File: config.mk
export PLATFORM = sky130hd
export DESIGN_NAME = vcp_ctrl
export DESIGN_NICKNAME = d
export VERILOG_FILES = /design/src/sv/vcp_pkg.sv /design/src/sv/vcp_ctrl.sv
export SDC_FILE = /design/constraint.sdc
export NUM_CORES = 1
export LEC_CHECK = 0
export BUFFER_PORTS_ARGS = -buffer_cell sky130_fd_sc_hd__buf_2
export CORE_AREA = 3 3 40 42
export CTS_CLUSTER_DIAMETER = 150
export DETAILED_ROUTE_END_ITERATION = 8
export DIE_AREA = 0 0 43 45
export GPL_TIMING_DRIVEN = 0
export SLEW_MARGIN = 0
export SYNTH_ARGS = -nofsm -noshare
export SYNTH_HDL_FRONTEND = slang
export SYNTH_SLANG_ARGS = --single-unit
File: constraint.sdc
create_clock -name clk -period 3 [get_ports clk]
set_clock_uncertainty 0.2 [all_clocks]
set_input_delay 0.6 -clock clk [delete_from_list [all_inputs] [get_ports clk]]
set_output_delay 0.6 -clock clk [all_outputs]
set_load 0.02 [all_outputs]
File: src/sv/vcp_pkg.sv
// Shared constants, types and command structs for the circle particle step block.
package vcp_pkg;

	localparam int MAX_CIRCLES = 64;
	localparam int FRAC_BITS = 16;
	localparam int IDX_W = $clog2(MAX_CIRCLES);
	localparam int CNT_W = $clog2(MAX_CIRCLES + 1);
	localparam int PRE_SHIFT = (FRAC_BITS > 22) ? FRAC_BITS - 22 : 0;

	localparam logic [1:0] OP_ADD = 2'd0;
	localparam logic [1:0] OP_CLEAR = 2'd1;
	localparam logic [1:0] OP_TICK = 2'd2;

	localparam logic [2:0] REG_GRAVITY = 3'd0;
	localparam logic [2:0] REG_TOP = 3'd1;
	localparam logic [2:0] REG_LEFT = 3'd2;
	localparam logic [2:0] REG_RIGHT = 3'd3;
	localparam logic [2:0] REG_BOTTOM = 3'd4;

	localparam logic KIND_POS = 1'b0;
	localparam logic KIND_FULL = 1'b1;

	typedef struct packed {
		logic add;
		logic adv;
		logic pair;
		logic emit;
	} vcp_cmd_t;

	typedef struct packed {
		logic done;
	} vcp_stat_t;

	// Saturate a 40-bit signed value into the signed 32-bit range.
	function automatic logic signed [31:0] sat32(input logic signed [39:0] v);
		logic signed [39:0] hi;
		logic signed [39:0] lo;
		begin
			hi = 40'sd2147483647;
			lo = -40'sd2147483648;
			if (v > hi) sat32 = 32'h7fffffff;
			else if (v < lo) sat32 = 32'h80000000;
			else sat32 = v[31:0];
		end
	endfunction

endpackage

File: src/sv/vcp_ctrl.sv
// Controller: sequences add, tick phases and the emit sweep.
module vcp_ctrl (
	input  logic                 clk,
	input  logic                 arst_n,
	input  logic                 start,
	input  logic [1:0]           op,
	input  logic                 full,
	input  logic                 empty,
	input  vcp_pkg::vcp_stat_t   stat,
	output logic                 busy,
	output logic                 refuse,
	output logic                 clear,
	output vcp_pkg::vcp_cmd_t    cmd
);
	import vcp_pkg::*;

	typedef enum logic [4:0] {
		S_IDLE = 5'b00001,
		S_ADD  = 5'b00010,
		S_ADV  = 5'b00100,
		S_PAIR = 5'b01000,
		S_EMIT = 5'b10000
	} state_t;

	state_t state_q;
	logic   take;

	assign take = start && (state_q == S_IDLE);
	assign busy = (state_q != S_IDLE);
	assign refuse = take && (op == OP_ADD) && full;
	assign clear = take && (op == OP_CLEAR);

	always_comb begin
		cmd = '0;
		case (state_q)
			S_ADD:   cmd.add = 1'b1;
			S_ADV:   cmd.adv = 1'b1;
			S_PAIR:  cmd.pair = 1'b1;
			S_EMIT:  cmd.emit = 1'b1;
			default: cmd = '0;
		endcase
	end

	// Advance through phases as the datapath reports each one done.
	always_ff @(posedge clk or negedge arst_n) begin
		if (!arst_n) begin
			state_q <= S_IDLE;
		end else begin
			case (state_q)
				S_IDLE: begin
					if (take && op == OP_ADD && !full) state_q <= S_ADD;
					else if (take && op == OP_TICK && !empty) state_q <= S_ADV;
				end
				S_ADD:  state_q <= S_IDLE;
				S_ADV:  if (stat.done) state_q <= S_PAIR;
				S_PAIR: if (stat.done) state_q <= S_EMIT;
				S_EMIT: if (stat.done) state_q <= S_IDLE;
				default: state_q <= S_IDLE;
			endcase
		end
	end

endmodule

=== Yosys cells after proc, flatten, opt, wreduce, memory -nomap -nowiden ===
Index checks and enable logic that the tools add are counted.

* Register bits: 5
* Input port bits: 8

* Equality and inequality tests: 12
* Muxes and demuxes: 10
* Reductions and logical operators: 11

{| class="wikitable"
|+ Operators with widths
! operator !! count
|-
| 2-to-1 mux 5 bit || 5
|-
| one-hot mux 5 bit (4 select lines) || 1
|-
| logical AND 1 bit || 7
|-
| != test 2 bit, second input constant || 3
|-
| == test 5 x 1 -> 1 bit, second input constant || 1
|-
| == test 5 x 2 -> 1 bit, second input constant || 1
|-
| == test 5 x 3 -> 1 bit, second input constant || 1
|-
| == test 5 x 4 -> 1 bit, second input constant || 1
|-
| == test 5 bit, second input constant || 1
|-
| != test 5 x 1 -> 1 bit, second input constant || 1
|-
| 2-to-1 mux 1 bit || 4
|-
| AND reduction 4 bit || 1
|-
| != test 3 x 1 -> 1 bit, second input constant || 1
|-
| == test 2 x 1 -> 1 bit, second input constant || 1
|-
| == test 2 bit, second input constant || 1
|-
| logical NOT 1 bit || 2
|-
| logical NOT 2 bit || 1
|}

=== Depth between registers and ports, before layout ===
* Depth in word-level cells: 7
* Gate-level depth with buffers: 5

=== Worst setup path before layout ===
Ideal clock, no wire load.

* Path kind: register -> output
* From: register state_q[0]
* To: output refuse
* Arrival: 1.420 ns
* Required time: 2.200 ns
* Path slack: 0.780 ns
* Cell stages (with the launch flop): 5
* Path buffers: 1
* Path through: dfstp_2 buf_2 nor4b_2 and2_1 and4b_1

* Cells in the longest elaborated chain, start to end: 4

{| class="wikitable"
|+ RTL lines
! what !! line !! source
|-
| from (decl) || vcp_ctrl.sv:25 || <nowiki>state_t state_q;</nowiki>
|-
| from (signal assigned) || vcp_ctrl.sv:47 || <nowiki>state_q <= S_IDLE;</nowiki>
|-
| from (signal assigned) || vcp_ctrl.sv:51 || <nowiki>if (take && op == OP_ADD && !full) state_q <= S_ADD;</nowiki>
|-
| from (signal assigned) || vcp_ctrl.sv:52 || <nowiki>else if (take && op == OP_TICK && !empty) state_q <= S_ADV;</nowiki>
|-
| == test 5 x 1 -> 1 bit || vcp_ctrl.sv:28 || <nowiki>assign take = start && (state_q == S_IDLE);</nowiki>
|-
| logical AND 1 bit || vcp_ctrl.sv:28 ||
|-
| logical AND 1 bit (2 in series) || vcp_ctrl.sv:30 || <nowiki>assign refuse = take && (op == OP_ADD) && full;</nowiki>
|-
| to (decl) || vcp_ctrl.sv:11 || <nowiki>output logic refuse,</nowiki>
|}

Every way passes these cells.

=== Worst setup path after layout ===
Same ends and word-level chain as after synthesis.

==> summary by stage <==
Routing
The routed wire length is 1.03 mm. The first-pass detailed-route iteration total is 4. In the routed layout, each cell is associated on average with a via count of 5.62. The count of vias placed by the detailed router is 455. The DRC marker count from the first detailed-route iteration is 5. Dividing the detail-routed wire length by the instance count gives roughly 13 um. The remaining antenna violation count is 0. After detailed routing, the number of remaining DRC violations is 0.

Synthesis
The largest family of logic cells by synthesized area is simple AND/OR/NAND/NOR gates. The number of instances in the synthesized netlist is 47. After synthesis, the share of cell area in mux cells is 0.0272. The fraction of the yosys area taken by sequential cells is 0.305. The area share of and/or/nand/nor cells after synthesis is 0.393.

The count of different cell masters after synthesis is 31. Of the total synthesized cell area, the portion taken by full adders, half adders and majority gates is 0. The post-synthesis compound-gate area fraction was 0.160. The flip-flop and latch count after synthesis is 5. The average instance in the mapped netlist occupies 8.81 sq um.

For this run, the leading register cell type out of synthesis is sky130_fd_sc_hd__dfrtp_1. During synthesis, Yosys emitted a total of 0 warnings. After synthesis, the share of flip-flops with an asynchronous set or reset is 1.00.

The net count of the mapped netlist is between 50 and 60. The fraction of synthesized cell area in xor and xnor cells is 0.0423. The cell area after technology mapping is 414 sq um. In this run, synthesis inferred 0 flip-flops with an integrated enable.

Setup path
The maximum fanout encountered on the critical timing path is 8. The worst flop-to-flop path startpoint is state_q[0]. The worst register-to-register path has a depth of 5. In this run the critical register-to-register path is captured at state_q[0]. The worst setup path is of the reg2out kind.

The worst setup path is launched from a flop. At the worst endpoint, the required time is 2.20 ns. The worst endpoint data arrival time is 1.80 ns. For flop-to-flop paths, the worst setup slack is 1.27 ns. STA classifies the critical path endpoint as an output pin.

Layout
The fraction of final layout cells sized beyond drive strength 1 is 0.394. The most common library cell in the layout ignoring fill and taps is sky130_fd_sc_hd__buf_2. In the final layout, the registers with the most flip-flops are state_q (5).

The flip-flop count of the largest register, all copies and words added is 5. The register with the most flip-flops in the final layout is state_q. 0 antenna diodes ended up in the layout. The top cell types in the final layout, fill and taps aside, are 17 x sky130_fd_sc_hd__buf_2, 4 x sky130_fd_sc_hd__dfrtp_1.

In the final design database the tool counted 75 nets. Once layout is done, the placed cells without fillers occupy approximately 540 sq um. The post-synthesis to final-layout area growth is 30.2%.

The number of fillers in the final layout is 135.

Die
The die is 45 um tall. The top-level port count is 15. After floorplanning, the core was divided into 13 placement rows. The total area inside the core boundary comes to ~0.0013 sq mm.

Measured along the x axis, the die boundary spans ~43 um. The area enclosed by the die boundary is 0.00194 sq mm. The initial core utilization is 0.322.

STA
In the finished design, the share of the clock period the worst path needs comes to 0.867. The max-slew violation total from the final report came to 0. For the finished layout, the period the worst path requires is 2.60 ns. The worst pin sits at a relative slew slack of 0.790. For the pin with the worst max-slew slack, the measured transition is 0.312 ns.

Based on the critical path, the design can be clocked at up to 0.384 GHz. Adding up every negative setup slack in the final design gives 0 ns. The hold violation count in the final report is 0. The worst hold slack after final layout is ~0.33 ns. The setup-violating endpoint count in the final report is 0. Setup repair after global routing left no endpoint under its margin.

Clock tree
The count of cells resized by post-cts repair is 0. The clock reaches the later pin of the worst-skew pair after 0.25 ns. The buffer levels on the longest clock path is 2. The clock sink count is 5. The total CTS buffers is 3.

In this run the number of H-tree levels came out at 1. The register clock-pin slew on the reported worst setup and hold paths is 0.05 ns. The clock tree from TritonCTS is built.

In this run the clock root is driven by a sky130_fd_sc_hd__clkbuf_4.

Global routing
For this run, the total global-route usage over all layers was measured as 0.119. The wire length of the first global-routing pass is 1.70 mm. The via count of the first global-routing pass was 399. Entering global routing, the biggest net connects 11 pins. Summed over all layers, the global routing overflow is 0.

The number of antenna violations at the first check in global routing is 0.

Power and ir drop
Dividing total power by cell area gives a power density of 581 mW/mm^2. The cell leakage power is 0.260 nW. The worst-case IR drop observed on VDD is ~220 uV.

Hold path
The hold path startpoint is state_q[1]. Counting instances, the worst hold path has a depth of 1. For hold timing, the worst endpoint is state_q[3].

The path category of the worst min-delay check is reg2reg.

Place
The HPWL after detailed placement is 784 um. The total of buffers placed on input and output ports is 14. Once placement finished, the instance area stood at about 500 sq um.

Routability-driven placement finished with a final weighted congestion of 0.747.

Outcome
The flow ran to the end, and the final reports show no timing, DRC or antenna violations.

Run
Across the run, the number of max-cap violations was 0.
[where the power goes]
group	leakage, nW	switching (mW)	internal, mW
logic	0.179	0.0825	0.0594
registers	0.0660	0.00872	0.0816
clock network	0.0150	0.0306	0.0505
total	0.260	0.122	0.191
[cell type report]
class | instances | area, sq um | area share
sequential | 5 | 126 | 0.234
clock buffer | 4 | 26.3 | 0.0487
inverter | 4 | 15.0 | 0.0278
multi-input combinational | 35 | 258 | 0.478
timing repair buffer | 15 | 80.1 | 0.148
buffer | 3 | 15.0 | 0.0278
tap | 15 | 18.8 | 0.0348
[per-stage QoR]
step | total power, mW | worst slack (ns) | utilization | cells
after detailed placement | 0.232 | 0.671 | 0.391 | 76
after floorplan | 0.195 | 0.780 | - | 47
after global placement | 0.231 | 0.662 | 0.391 | 76
after global routing | 0.339 | 0.309 | 0.420 | 81
final | 0.313 | 0.398 | 0.420 | 81
after CTS | 0.316 | 0.386 | 0.420 | 81
[critical path, stage by stage (launching register included)]
cell,delay [ns]
sky130_fd_sc_hd__dfstp_2,0.50
sky130_fd_sc_hd__buf_2,0.18
sky130_fd_sc_hd__nor4b_2,0.30
sky130_fd_sc_hd__and2_1,0.22
sky130_fd_sc_hd__and4b_1,0.19
sky130_fd_sc_hd__buf_2,0.16
[cell usage after synthesis (all sizes together) (2+ instances only)]
cell,instances,area share
dfrtp,4,0.24
buf,3,0.036
nor4,2,0.030
nor4b,3,0.079
inv,4,0.036
nand2b,2,0.030
and3,3,0.045
nand3,3,0.036
nor2,3,0.027
[logic make-up (layout without fill, tap and decap cells)]
logic type      count (synthesis)  after routing
simple gates                   24             24
compound gates                  8              8
buf+inv                         7             26
flops                           5              5
xor+xnor                        2              2
mux                             1              1
[how the worst max path moves through the flow]
stage | from | endpoint | slack [ns]
floorplan | state_q[0] | refuse | 0.78
global placement | state_q[0] | refuse | 0.66
detailed placement | state_q[0] | refuse | 0.67
CTS | state_q[0] | refuse | 0.39
global route | state_q[0] | refuse | 0.31
finish | state_q[0] | refuse | 0.40
[per-layer routing]
metal  share of wire  vias to the layer above  global-route usage
met5               0                        -                   0
met4           0.012                        0              0.0783
met3           0.091                        2              0.0478
met2            0.47                       23               0.174
met1            0.42                      214               0.146
li1                -                      216                   -
[repair_timing]
| item | 4_1_cts | 5_1_grt |
|---|---|---|
| hold endpoints to repair | 4 | 0 |
| endpoints found under the setup margin | 0 | 0 |
| buffers inserted | 0 | 0 |
| hold buffers | 1 | 0 |
Power figures use the tool's default switching activity.
